$ cat src/design/pugs_pkg.sv
// Shared types and codes for the upstream grant scheduler.
`timescale 1ns / 1ps

package pugs_pkg;

  // Default store depth and the largest map one frame tick may emit.
  localparam int MAX_ONUS_DEF = 32;
  localparam int RESULT_CAP   = 32;

  // Operation codes of an input word.
  localparam logic [1:0] OP_REPORT  = 2'd0;
  localparam logic [1:0] OP_RANGING = 2'd1;
  localparam logic [1:0] OP_TICK    = 2'd2;

  // Configuration register indexes.
  localparam int CFG_IDX_W = 3;
  localparam logic [CFG_IDX_W-1:0] CFG_NUM_ONUS   = 3'd0;
  localparam logic [CFG_IDX_W-1:0] CFG_MAX_GRANT  = 3'd1;
  localparam logic [CFG_IDX_W-1:0] CFG_HIGH_LIMIT = 3'd2;
  localparam logic [CFG_IDX_W-1:0] CFG_LOW_LIMIT  = 3'd3;
  localparam logic [CFG_IDX_W-1:0] CFG_GUARD      = 3'd4;
  localparam int CFG_DATA_W = 24;

  // Input word: one report, ranging reply or frame tick.
  typedef struct packed {
    logic [1:0]  op;
    logic [4:0]  onu_id;
    logic [23:0] class2_occupancy;
    logic [23:0] class3_occupancy;
    logic [31:0] round_trip;
  } in_word_t;

  // Output word: one bandwidth map entry.
  typedef struct packed {
    logic [4:0]  entry_onu;
    logic [31:0] entry_round_trip;
    logic [31:0] start_class2;
    logic [23:0] grant_class2;
    logic [31:0] start_class3;
    logic [23:0] grant_class3;
    logic [31:0] frame_sequence;
    logic        last_entry;
  } out_word_t;

endpackage

$ cat src/design/pugs_if.sv
// Valid/ready channels that carry input words and map entry words.
`timescale 1ns / 1ps

interface pugs_in_if import pugs_pkg::*; ();
  logic     valid;
  logic     ready;
  in_word_t data;

  modport source (output valid, output data, input ready);
  modport sink (input valid, input data, output ready);
endinterface

interface pugs_out_if import pugs_pkg::*; ();
  logic      valid;
  logic      ready;
  out_word_t data;

  modport source (output valid, output data, input ready);
  modport sink (input valid, input data, output ready);
endinterface

$ cat src/design/pugs_ram.sv
// Generic single-write, single-read RAM with registered read data.
`timescale 1ns / 1ps

module pugs_ram #(
  parameter int WIDTH = 24,
  parameter int DEPTH = 32
) (
  input  logic                                       clk,
  input  logic                                       we,
  input  logic [((DEPTH > 1) ? $clog2(DEPTH) : 1)-1:0] waddr,
  input  logic [WIDTH-1:0]                           wdata,
  input  logic [((DEPTH > 1) ? $clog2(DEPTH) : 1)-1:0] raddr,
  output logic [WIDTH-1:0]                           rdata
);

  logic [WIDTH-1:0] mem [DEPTH];

  // Write port and registered read port.
  always_ff @(posedge clk) begin
    if (we) begin
      mem[waddr] <= wdata;
    end
    rdata <= mem[raddr];
  end

endmodule

$ cat src/design/pon_upstream_grant_scheduler_core.sv
// Top level of the upstream grant scheduler: stores, sequencer and shared adder.
`timescale 1ns / 1ps
// Reports and ranging replies are written to the stores; in_ready stays high after them,
// except that the reply that completes ranging adds a class-3 preset sweep of one cycle per ONU.
// Once ranging is complete, a frame tick emits one entry per served ONU, each through the
// read, grant, class-3 start and output states and held until taken before the next starts,
// with the one saturating adder used three times per ONU after the registered store read.
// Reset (synchronous, rst_n low) clears all control state; store entries read as zero
// until written, tracked by per-entry valid bits, so no clearing pass is needed.

module pon_upstream_grant_scheduler_core import pugs_pkg::*; #(
  parameter int MAX_ONUS = MAX_ONUS_DEF
) (
  input  logic                  clk,
  input  logic                  rst_n,
  pugs_in_if.sink               in_word,
  pugs_out_if.source            out_word,
  input  logic                  cfg_we,
  input  logic [CFG_IDX_W-1:0]  cfg_index,
  input  logic [CFG_DATA_W-1:0] cfg_data
);

  localparam int AW  = (MAX_ONUS > 1) ? $clog2(MAX_ONUS) : 1;
  localparam int CAP = (MAX_ONUS < RESULT_CAP) ? MAX_ONUS : RESULT_CAP;
  localparam int CW  = (AW > 6) ? AW : 6;

  // Sequencer states.
  localparam logic [2:0] S_IDLE   = 3'd0;
  localparam logic [2:0] S_PRESET = 3'd1;
  localparam logic [2:0] S_READ   = 3'd2;
  localparam logic [2:0] S_GRANT  = 3'd3;
  localparam logic [2:0] S_S3     = 3'd4;
  localparam logic [2:0] S_OUT    = 3'd5;
  localparam logic [2:0] S_WAIT   = 3'd6;

  logic [2:0]  state_r, state_nxt;

  // Configuration registers.
  logic [5:0]  num_onus_r;
  logic [23:0] max_grant_r;
  logic [23:0] high_limit_r;
  logic [23:0] low_limit_r;
  logic [15:0] guard_r;

  // Control state.
  logic [15:0] rng_cnt_r;
  logic        sched_on_r;
  logic [31:0] seq_r;
  logic [AW-1:0] idx_r, idx_nxt;
  logic        split_r;
  logic [MAX_ONUS-1:0] v2_r, v3_r, vrtt_r;
  logic        vb2_r, vb3_r, vbrtt_r;

  // Datapath registers.
  logic [31:0] cursor_r, s2_r, s3_r;
  logic [23:0] g2_r, g3_r;
  out_word_t   out_r;
  logic        out_valid_r;

  // Store ports.
  logic          c2_we, c3_we, rtt_we;
  logic [AW-1:0] wr_addr;
  logic [23:0]   c3_wdata;
  logic [23:0]   c2_rdata, c3_rdata;
  logic [31:0]   rtt_rdata;

  // Combinational helpers.
  logic [5:0]  served_n;
  logic [15:0] rng_cnt_inc;
  logic        in_acc, out_acc, id_ok, idx_last;
  logic [AW-1:0] id_addr;
  logic [23:0] c2_val, c3_val, lim2, lim3;
  logic        split_now;
  logic [31:0] add_a, add_b, add_y;
  logic [32:0] add_sum;

  assign in_acc  = in_word.valid & in_word.ready;
  assign out_acc = out_valid_r & out_word.ready;

  assign in_word.ready  = (state_r == S_IDLE);
  assign out_word.valid = out_valid_r;
  assign out_word.data  = out_r;

  // Served ONU count clamped to one up to the store and map size.
  always_comb begin
    if (num_onus_r == 6'd0) begin
      served_n = 6'd1;
    end else if (32'(num_onus_r) > CAP) begin
      served_n = 6'(CAP);
    end else begin
      served_n = num_onus_r;
    end
  end

  assign idx_last    = (CW'(idx_r) == CW'(served_n - 6'd1));
  assign id_ok       = (32'(in_word.data.onu_id) < MAX_ONUS);
  assign id_addr     = AW'(in_word.data.onu_id);
  assign rng_cnt_inc = (rng_cnt_r != 16'hFFFF) ? rng_cnt_r + 16'd1 : rng_cnt_r;

  // Store write control: reports and replies in idle, the class-3 preset in the sweep.
  always_comb begin
    c2_we    = 1'b0;
    c3_we    = 1'b0;
    rtt_we   = 1'b0;
    wr_addr  = id_addr;
    c3_wdata = in_word.data.class3_occupancy;
    if (state_r == S_PRESET) begin
      c3_we    = 1'b1;
      wr_addr  = idx_r;
      c3_wdata = max_grant_r;
    end else if (in_acc && id_ok) begin
      c2_we  = (in_word.data.op == OP_REPORT);
      c3_we  = (in_word.data.op == OP_REPORT);
      rtt_we = (in_word.data.op == OP_RANGING);
    end
  end

  pugs_ram #(.WIDTH(24), .DEPTH(MAX_ONUS)) u_c2_ram (
    .clk   (clk),
    .we    (c2_we),
    .waddr (wr_addr),
    .wdata (in_word.data.class2_occupancy),
    .raddr (idx_r),
    .rdata (c2_rdata)
  );

  pugs_ram #(.WIDTH(24), .DEPTH(MAX_ONUS)) u_c3_ram (
    .clk   (clk),
    .we    (c3_we),
    .waddr (wr_addr),
    .wdata (c3_wdata),
    .raddr (idx_r),
    .rdata (c3_rdata)
  );

  pugs_ram #(.WIDTH(32), .DEPTH(MAX_ONUS)) u_rtt_ram (
    .clk   (clk),
    .we    (rtt_we),
    .waddr (wr_addr),
    .wdata (in_word.data.round_trip),
    .raddr (idx_r),
    .rdata (rtt_rdata)
  );

  // Backlogs of entries never written read as zero.
  assign c2_val    = vb2_r ? c2_rdata : 24'd0;
  assign c3_val    = vb3_r ? c3_rdata : 24'd0;
  assign split_now = split_r | (c2_val != 24'd0);
  assign lim2      = split_now ? high_limit_r : 24'd0;
  assign lim3      = split_now ? low_limit_r : max_grant_r;

  // Shared saturating adder: guard, class-2 grant and class-3 grant in turn.
  always_comb begin
    case (state_r)
      S_GRANT: begin
        add_a = cursor_r;
        add_b = 32'(guard_r);
      end
      S_S3: begin
        add_a = s2_r;
        add_b = 32'(g2_r);
      end
      default: begin
        add_a = s3_r;
        add_b = 32'(g3_r);
      end
    endcase
  end

  assign add_sum = {1'b0, add_a} + {1'b0, add_b};
  assign add_y   = add_sum[32] ? 32'hFFFF_FFFF : add_sum[31:0];

  // Sequencer next state and index.
  always_comb begin
    state_nxt = state_r;
    idx_nxt   = idx_r;
    unique case (state_r)
      S_IDLE: begin
        idx_nxt = '0;
        if (in_acc) begin
          if (in_word.data.op == OP_RANGING && id_ok && rng_cnt_inc == 16'(served_n)) begin
            state_nxt = S_PRESET;
          end else if (in_word.data.op == OP_TICK && sched_on_r) begin
            state_nxt = S_READ;
          end
        end
      end
      S_PRESET: begin
        idx_nxt = idx_r + AW'(1);
        if (idx_last) begin
          state_nxt = S_IDLE;
        end
      end
      S_READ:  state_nxt = S_GRANT;
      S_GRANT: state_nxt = S_S3;
      S_S3:    state_nxt = S_OUT;
      S_OUT:   state_nxt = S_WAIT;
      S_WAIT: begin
        if (out_acc) begin
          if (out_r.last_entry) begin
            state_nxt = S_IDLE;
          end else begin
            idx_nxt   = idx_r + AW'(1);
            state_nxt = S_READ;
          end
        end
      end
      default: state_nxt = S_IDLE;
    endcase
  end

  // Configuration registers.
  always_ff @(posedge clk) begin
    if (!rst_n) begin
      num_onus_r   <= 6'd1;
      max_grant_r  <= '0;
      high_limit_r <= '0;
      low_limit_r  <= '0;
      guard_r      <= '0;
    end else if (cfg_we) begin
      unique case (cfg_index)
        CFG_NUM_ONUS:   num_onus_r   <= cfg_data[5:0];
        CFG_MAX_GRANT:  max_grant_r  <= cfg_data;
        CFG_HIGH_LIMIT: high_limit_r <= cfg_data;
        CFG_LOW_LIMIT:  low_limit_r  <= cfg_data;
        CFG_GUARD:      guard_r      <= cfg_data[15:0];
        default: ;
      endcase
    end
  end

  // Control state: sequencer, ranging, frame count and valid bits.
  always_ff @(posedge clk) begin
    if (!rst_n) begin
      state_r     <= S_IDLE;
      idx_r       <= '0;
      rng_cnt_r   <= '0;
      sched_on_r  <= 1'b0;
      seq_r       <= '0;
      split_r     <= 1'b0;
      v2_r        <= '0;
      v3_r        <= '0;
      vrtt_r      <= '0;
      out_valid_r <= 1'b0;
    end else begin
      state_r <= state_nxt;
      idx_r   <= idx_nxt;
      if (c2_we) begin
        v2_r[wr_addr] <= 1'b1;
      end
      if (c3_we) begin
        v3_r[wr_addr] <= 1'b1;
      end
      if (rtt_we) begin
        vrtt_r[wr_addr] <= 1'b1;
      end
      if (state_r == S_IDLE && in_acc) begin
        if (in_word.data.op == OP_RANGING && id_ok) begin
          rng_cnt_r <= rng_cnt_inc;
          if (rng_cnt_inc == 16'(served_n)) begin
            sched_on_r <= 1'b1;
          end
        end
        if (in_word.data.op == OP_TICK && sched_on_r) begin
          seq_r   <= seq_r + 32'd1;
          split_r <= 1'b0;
        end
      end
      if (state_r == S_GRANT) begin
        split_r <= split_now;
      end
      if (state_r == S_OUT) begin
        out_valid_r <= 1'b1;
      end else if (out_acc) begin
        out_valid_r <= 1'b0;
      end
    end
  end

  // Datapath: cursor, grants, starts and the output register.
  always_ff @(posedge clk) begin
    if (state_r == S_IDLE) begin
      cursor_r <= '0;
    end
    if (state_r == S_READ) begin
      vb2_r   <= v2_r[idx_r];
      vb3_r   <= v3_r[idx_r];
      vbrtt_r <= vrtt_r[idx_r];
    end
    if (state_r == S_GRANT) begin
      g2_r <= (c2_val < lim2) ? c2_val : lim2;
      g3_r <= (c3_val < lim3) ? c3_val : lim3;
      s2_r <= add_y;
    end
    if (state_r == S_S3) begin
      s3_r <= add_y;
    end
    if (state_r == S_OUT) begin
      cursor_r                <= add_y;
      out_r.entry_onu        <= 5'(idx_r);
      out_r.entry_round_trip <= vbrtt_r ? rtt_rdata : 32'd0;
      out_r.start_class2     <= s2_r;
      out_r.grant_class2     <= g2_r;
      out_r.start_class3     <= s3_r;
      out_r.grant_class3     <= g3_r;
      out_r.frame_sequence   <= seq_r;
      out_r.last_entry       <= idx_last;
    end
  end

endmodule

$ cat src/flat_wrapper.sv
// flat-port wrapper written by rule: the top's interface ports become plain ports
module pon_upstream_grant_scheduler_core_flat import pugs_pkg::*;
#(
  parameter int MAX_ONUS = MAX_ONUS_DEF
)
  (clk, rst_n, cfg_we, cfg_index, cfg_data, in_word_valid, in_word_data, in_word_ready, out_word_valid, out_word_data, out_word_ready);
  pugs_in_if in_word_i ();
  pugs_out_if out_word_i ();
  input  logic clk;
  input  logic rst_n;
  input  logic cfg_we;
  input  logic [CFG_IDX_W-1:0] cfg_index;
  input  logic [CFG_DATA_W-1:0] cfg_data;
  input wire logic [$bits(in_word_i.valid)-1:0] in_word_valid;
  input wire logic [$bits(in_word_i.data)-1:0] in_word_data;
  output wire logic [$bits(in_word_i.ready)-1:0] in_word_ready;
  output wire logic [$bits(out_word_i.valid)-1:0] out_word_valid;
  output wire logic [$bits(out_word_i.data)-1:0] out_word_data;
  input wire logic [$bits(out_word_i.ready)-1:0] out_word_ready;
  assign in_word_i.valid = in_word_valid;
  assign in_word_i.data = in_word_data;
  assign in_word_ready = in_word_i.ready;
  assign out_word_valid = out_word_i.valid;
  assign out_word_data = out_word_i.data;
  assign out_word_i.ready = out_word_ready;
  pon_upstream_grant_scheduler_core #(.MAX_ONUS(MAX_ONUS)) u_core (.clk(clk), .rst_n(rst_n), .in_word(in_word_i), .out_word(out_word_i), .cfg_we(cfg_we), .cfg_index(cfg_index), .cfg_data(cfg_data));
endmodule
$ cat config.mk
export PLATFORM = sky130hd
export DESIGN_NAME = pon_upstream_grant_scheduler_core_flat
export DESIGN_NICKNAME = d
export VERILOG_FILES = /design/src/design/pugs_pkg.sv /design/src/design/pugs_if.sv /design/src/design/pugs_ram.sv /design/src/design/pon_upstream_grant_scheduler_core.sv /design/src/flat_wrapper.sv
export SDC_FILE = /design/constraint.sdc
export NUM_CORES = 2
export LEC_CHECK = 0
export BUFFER_PORTS_ARGS = -buffer_cell sky130_fd_sc_hd__buf_2
export CAP_MARGIN = 20
export CELL_PAD_IN_SITES_DETAIL_PLACEMENT = 1
export CELL_PAD_IN_SITES_GLOBAL_PLACEMENT = 2
export CORE_AREA = 2 2 655 657
export CTS_CLUSTER_SIZE = 12
export DETAILED_ROUTE_END_ITERATION = 10
export DIE_AREA = 0 0 657 659
export HOLD_SLACK_MARGIN = 0.1
export PLACE_DENSITY = 0.63
export SYNTH_ARGS = -nofsm -noshare
export SYNTH_HDL_FRONTEND = slang
export SYNTH_HIERARCHICAL = 1
export SYNTH_SLANG_ARGS = --single-unit
$ cat constraint.sdc
create_clock -name clk -period 11.3 [get_ports clk]
set_input_delay 1.13 -clock clk [delete_from_list [all_inputs] [get_ports clk]]
set_output_delay 1.13 -clock clk [all_outputs]
set_load 0.01 [all_outputs]
# After elaboration in Yosys (flattened, before gate mapping)

Memory sizes are Yosys's and may differ from the RTL's. A register that Yosys moved wholly into a read port is not among the register bits.
Cells that the tools add are included.
W data, S select, Z words.

Bitwise gates (word level): 6
Reductions and logical operators: 25
Muxes and demuxes: 50
Order comparisons: 6
Equality and inequality tests: 20
Add/subtract/negate cells: 5

Operators with widths:

| operator                | number |
|---|---|
| $mux W24                | 7 |
| $mux W32                | 3 |
| $or A32 B32 Y32         | 3 |
| $pmux W32 S2            | 1 |
| $lt A24 B24 Y1          | 2 |
| $pmux W24 S2            | 1 |
| $add A32 B24 Y33        | 1 |
| $add A32 B1 Y32 const B | 1 |
| $reduce_bool A24 Y1     | 1 |
| $pmux W3 S7             | 1 |
| $mux W1                 | 20 |
| $add A16 B1 Y16 const B | 1 |
| $eq A16 B6 Y1           | 1 |
| $mux W16                | 1 |
| $ne A16 B16 Y1 const B  | 1 |
| $reduce_and A2 Y1       | 8 |
| $bmux W1 S5             | 3 |
| $mux W3                 | 5 |
| $mux W5                 | 3 |
| $pmux W5 S3             | 1 |
| $eq A3 B2 Y1 const B    | 4 |
| $eq A3 B3 Y1 const B    | 4 |
| $lt A5 B6 Y1 const B    | 2 |
| $mux W6                 | 2 |
| 23 further kinds        | 35 |

Input bits: 119
RAM bits: 2560
Logic and storage cells: 146
Flip-flop bits (word level): 578
Memories: 3
Output and inout bits: 184

Memory list:

| name                 | words | width | rd ports | clocked after memory_dff | wr ports | RTL line       | source |
|---|---|---|---|---|---|---|---|
| u_core.u_rtt_ram.mem | 32    | 32    | 1        | 1                        | 1        | pugs_ram.sv:16 | `logic [WIDTH-1:0] mem [DEPTH];` |
| u_core.u_c2_ram.mem  | 32    | 24    | 1        | 1                        | 1        | pugs_ram.sv:16 |  |
| u_core.u_c3_ram.mem  | 32    | 24    | 1        | 1                        | 1        | pugs_ram.sv:16 |  |

# Depth between registers and ports, before layout

Word-level depth: 8
Gate-level depth with buffers: 21
Depth with buffers taken out: 15

# Cells and area by module

Netlist, hierarchy kept.

Modules (own cells, without submodules):

| module                            | area each (sq um) | seq. area each (sq um) | cells an instance | instances |
|---|---|---|---|---|
| pugs_ram at u_core.u_rtt_ram      | 40485.1           | 31390.1                | 2260              | 1 |
| pugs_ram at u_core.u_c3_ram       | 30483.0           | 23542.6                | 1711              | 1 |
| pugs_ram at u_core.u_c2_ram       | 30480.5           | 23542.6                | 1711              | 1 |
| pon_upstream_grant_scheduler_core | 25821.0           | 14864.3                | 2396              | 1 |

# Worst setup path after synthesis

Ideal clock, no wire load.

Kind: flip-flop to flip-flop
Start: register u_core.state_r[2]
End: register u_core.s2_r[25], data pin
Library setup time: 0.275 ns
Arrival: 5.971 ns
Path slack: 5.054 ns
Required time: 11.025 ns
Stages on the path, launching flop included: 19
Buffers on the path: 6
Clock period less this slack: 6.246 ns
Path through: dfxtp_1 buf_6 buf_6 buf_6 clkbuf_1 nor2b_1 clkbuf_1 clkbuf_1 a22oi_1 nand2_1 ha_1 o21ai_0 o21bai_1 a21oi_1 o31ai_2 nand2_1 a221oi_1 nor4b_1 nor3_1

Longest elaborated chain between the ends: 4
Elaborated cells on any way between the ends: 6
Classes of those cells: 1 x add/sub; 2 x eq/ne; 3 x mux

RTL lines:

| what                                         | RTL line                                 | source |
|---|---|---|
| start, declared                              | pon_upstream_grant_scheduler_core.sv:36  | `logic [2:0] state_r, state_nxt;` |
| start signal, assigned                       | pon_upstream_grant_scheduler_core.sv:246 | `state_r <= state_nxt;` |
| $eq A3 B3 Y1 or $eq A3 B2 Y1 (tied branches) | pon_upstream_grant_scheduler_core.sv:154 | `case (state_r)` |
| $pmux W32 S2 or $pmux W24 S2 (tied branches) | pon_upstream_grant_scheduler_core.sv:154 |  |
| $add A32 B24 Y33 *                           | pon_upstream_grant_scheduler_core.sv:170 | `assign add_sum = {1'b0, add_a} + {1'b0, add_b};` |
| $mux W32 *                                   | pon_upstream_grant_scheduler_core.sv:171 | `assign add_y = add_sum[32] ? 32'hFFFF_FFFF : add_sum[31:0];` |
| named net u_core.add_y[25]                   | pon_upstream_grant_scheduler_core.sv:74  | `logic [31:0] add_a, add_b, add_y;` |
| end signal, assigned                         | pon_upstream_grant_scheduler_core.sv:293 | `s2_r <= add_y;` |
| end, declared                                | pon_upstream_grant_scheduler_core.sv:55  | `logic [31:0] cursor_r, s2_r, s3_r;` |

Mark *: on every way through the listed nets, which the timed path passes. The rest lies on a longest branch.
A chain may end at the register's enable or synchronous reset.

# Worst setup path in the final report

Start: register u_core.state_r[1]
End: register u_core.s3_r[27], data pin

Longest elaborated chain between the ends: 4
Elaborated cells on any way between the ends: 6
Classes of those cells: 1 x add/sub; 2 x eq/ne; 3 x mux

RTL lines:

| what                                         | RTL line                                 | source |
|---|---|---|
| $eq A3 B3 Y1 or $eq A3 B2 Y1 (tied branches) | pon_upstream_grant_scheduler_core.sv:154 |  |
| $pmux W32 S2 or $pmux W24 S2 (tied branches) | pon_upstream_grant_scheduler_core.sv:154 |  |
| $add A32 B24 Y33 *                           | pon_upstream_grant_scheduler_core.sv:170 |  |
| $mux W32 *                                   | pon_upstream_grant_scheduler_core.sv:171 |  |
| named net u_core.add_y[27]                   | pon_upstream_grant_scheduler_core.sv:74  |  |
| end signal, assigned                         | pon_upstream_grant_scheduler_core.sv:296 | `s3_r <= add_y;` |
| end, declared                                | pon_upstream_grant_scheduler_core.sv:55  |  |

Marks and branches as above.

==> metrics.md <==
| Metric | Value |
|---|---|
| Worst-path clk slew | `60 ps` |
| Switching portion of total power | `between 20% and 30%` |
| Synth top area cells | `edfxtp_1 68%, mux2i_1 11%, dfxtp_1 5.2%` |
| Largest family of logic cells by synthesized area | `multiplexers` |
| Fillers | `43,651` |
| Slew HR | `19.6%` |
| Worst Hold Class | `flop to flop` |
| Mux contribution to synthesized area | `~12%` |
| Reg2Reg Depth | `15` |
| CTS Hold Bufs | `0` |
| DRT antenna net count | `0` |
| Total track usage | `16.7%` |
| Row count | `240` |
| TritonRoute pass-1 iters | `5` |
| Pins Over Slew Limit | `0` |
| Post-Synthesis Cells | `8,078` |
| Startpoint Class | `flop` |
| R2r setup slk | `4580 ps` |
| Largest area contributor in the netlist | `edfxtp_1` |
| First-pass GRT wire length | `536,000 um` |
| Hold Fails Final Rpt | `0` |
| Sw power | `roughly 5.7 mW` |
| DRC | `0` |
| Total Wirelength | `373,000 um` |
| EDFF count, synth | `2,889` |
| Syn Nets | `8,272` |
| Fin area | `between 100,000 and 150,000 sq um` |
| Crit path max-delay cell type | `dfxtp_1` |
| Clock sink total | `3,218` |
| Share of cells above drive strength 1 | `~14%` |
| CTS Buf Count | `roughly 360` |
| Clk pwr share | `43.1%` |
| Max clock buf depth | `4` |
| Leak | `45.8 nW` |
| Synthesized-area fraction occupied by xor and xnor cells | `0.487%` |
| FF-to-FF Start | `u_core/state_r[1]$_SDFFE_PN0P_` |
| Final min period | `6720 ps` |
| Internal power | `19.9 mW` |
| Worst hold endpoint | `u_core/high_limit_r[15]$_SDFFE_PN0P_` |
| Fmax | `between 0.1 and 0.15 GHz` |
| IO buf count | `302` |
| FF+latch count, synth | `3,218` |
| Grt ovf | `0` |
| Largest net degree at the start of global routing | `146` |
| Synthesis-to-layout area growth | `15.1%` |
| Layout Skew | `81.3 ps` |
| Starting Density | `approximately 30%` |
| Post-synth top area share | `approximately two thirds` |
| Avg WL per Cell | `25.8 um` |
| Worst-path fanout max | `74` |
| WP data arrival | `7290 ps` |
| Final cell count without fillers | `14,467` |
| Initial antenna violation count | `between 60 and 70` |
| Cell area after synthesis | `between 100,000 and 150,000 sq um` |
| Setup-failing EPs final | `0` |
| Clock root buffer master | `clkbuf_16` |
| Worst slack, placed | `around 4600 ps` |
| Final worst slack | `4580 ps` |
| FFs w/ async S/R, synth | `0%` |
| CP max stage delay | `1000 ps` |
| Via-per-instance ratio | `4.96` |
| WHS Path Cells | `2` |
| Syn avg cell area | `between 15 and 20 sq um` |
| YS warnings | `6` |
| Post-CTS setup buffers | `0` |
| Io pins | `303` |
| Routed vias | `roughly 72,000` |
| Post-synthesis simple-gate area fraction | `5.76%` |
| Hold Path Origin | `u_core/high_limit_r[15]$_SDFFE_PN0P_` |
| Synth Area in Compound Gates | `5.98%` |
| Most frequent cells in the layout | `2,889 x edfxtp_1, 1,363 x mux2i_1, 668 x nand2_1` |
| R2r endpoint | `u_core/s3_r[27]$_DFFE_PN_` |
| Maximum vdd drop | `0.112 mV` |
| TritonCTS clock tree | `built` |
| Area after DPL | `135,000 sq um` |
| Vias in the first global route | `75,095` |
| Crit end category | `flop` |
| Initial drt markers | `5,023` |
| Register area share after synthesis | `73.3%` |
| Worst-Skew Late Latency | `940 ps` |
| Top_reg_cell synth | `edfxtp_1` |
| CTS-repair resized insts | `0` |
| Crit path cell chain | `and2_0 -> nor2b_4 -> buf_4 -> buf_4 -> a22oi_1 -> nand2_1 -> ha_1 -> o21ai_0 -> a211oi_1 -> o311ai_0 -> nand2_1 -> nand3b_1 -> nand2b_2 -> and4b_1 -> a21oi_1` |
| Gate power share | `5.5%` |
| Routability cong. | `0.793` |
| Fin nets | `8,664` |
| Dpl hpwl | `between 200,000 and 250,000 um` |
| Core footprint | `426,000 sq um` |
| Die width | `between 600 and 700 um` |
| Tcrit/Tclk final | `59.4%` |
| Deepest level of the CTS H-tree | `5` |
| Worst EP required | `roughly 12,000 ps` |
| Die area | `~430,000 sq um` |
| Sequential Power Share | `51.4%` |
| Least-Margin Pin Slew | `1210 ps` |
| Netlist cell types | `between 80 and 90` |
| RSZ-0062 raised after global routing | `no` |
| Adder-cell share of the synthesized area | `0.743%` |
| Status | `complete, no violations` |
| Most common cell after layout, fill and taps aside | `edfxtp_1` |
| Die Y | `659 um` |
| WS Path Type | `flop to flop` |
| Overall power | `25.6 mW` |
| PD cells | `175 nW/um^2` |
| Placed Instances | `13,796` |
| Aggregate negative setup slack | `0 ps` |
| Max-Cap Viols | `0` |
metrics by stage:
stage	utilization, %	hold WS [ps]
global route	34.4	466
detailed placement	31.8	447
finish	34.4	457
CTS	34.4	452
floorplan	-	426
global placement	31.8	441
flip-flops by register name (all words and copies together) (netlist names), 32 cells and up:
signal / cells
u_core/s2_r: 32
u_core/vrtt_r: 32
u_core/u_c3_ram/mem: 768
u_core/out_word.data: 182
u_core/s3_r: 32
u_core/seq_r: 32
u_core/u_c2_ram/mem: 768
u_core/v3_r: 32
u_core/u_rtt_ram/mem: 1024
u_core/v2_r: 32
u_core/cursor_r: 32
u_core/u_rtt_ram/rdata: 32
power by group through the flow:
| stage | combinational (mW) | clock, mW | sequential (mW) |
|---|---|---|---|
| detailed placement | 1.43 | 0 | 13.4 |
| finish | 1.41 | 11.0 | 13.2 |
| CTS | 1.44 | 11.3 | 13.2 |
| global route | 1.54 | 11.8 | 13.2 |
| floorplan | 0.987 | 0 | 13.4 |
| global placement | 1.39 | 0 | 13.4 |
critical path, delay by kind of cell (launching register included):
| family | cells | cell delay (ps) |
|---|---|---|
| compound gates | 5 | 1100 |
| fa+ha+maj | 1 | 280 |
| buf+inv | 2 | 1400 |
| flops | 1 | 1000 |
| simple gates | 7 | 2500 |
worst max-delay path by stage:
stage,startpoint,end,slack (ps),depth (start not counted)
floorplan,u_core/state_r[2]$_SDFFE_PN0P_,u_core/s2_r[25]$_DFFE_PN_,5050,18
global placement,u_core/state_r[1]$_SDFFE_PN0P_,u_core/s2_r[27]$_DFFE_PN_,4630,15
detailed placement,u_core/state_r[1]$_SDFFE_PN0P_,u_core/s2_r[27]$_DFFE_PN_,4620,15
CTS,u_core/state_r[1]$_SDFFE_PN0P_,u_core/s3_r[27]$_DFFE_PN_,4600,15
global route,u_core/state_r[1]$_SDFFE_PN0P_,u_core/s3_r[25]$_DFFE_PN_,4030,15
finish,u_core/state_r[1]$_SDFFE_PN0P_,u_core/s3_r[27]$_DFFE_PN_,4580,15
per-layer routing:
metal	track usage, %	part of all wire (%)
met4	4.13	2.4
met2	29.3	50
met3	2.31	4.0
met1	21.8	44
met5	0	0.034
kinds of logic after synthesis:
logic type,after synthesis
AO/OA/AOI/OAI,1171
XOR/XNOR,69
adder cells (fa/ha/maj),75
buffers and inverters,510
flip-flops,3218
multiplexers,1425
AND/OR/NAND/NOR,1610
synthesized netlist by cell type, types with 60 or more instances:
master	instances
dfxtp_1	329
edfxtp_1	2889
a21oi_1	480
buf_6	62
nand2_1	671
nand3_1	278
a22o_1	168
ha_1	74
buf_4	60
inv_1	66
nor3_1	112
clkbuf_1	189
buf_2	99
nor2_1	302
a22oi_1	280
mux2i_1	1363
a31oi_1	92
area by class of cell:
cell class	instances	area [sq um]	share of cell area, %
flip-flops and latches	3218	93300	63.7
multi-input cells	4350	31700	21.7
clock buffers	487	9660	6.60
well taps	5687	7120	4.86
repair buffers	473	2980	2.03
clock inverters	163	1350	0.918
inverters	70	275	0.188
diodes	19	47.5	0.0325
Power figures use the tool's default switching activity.
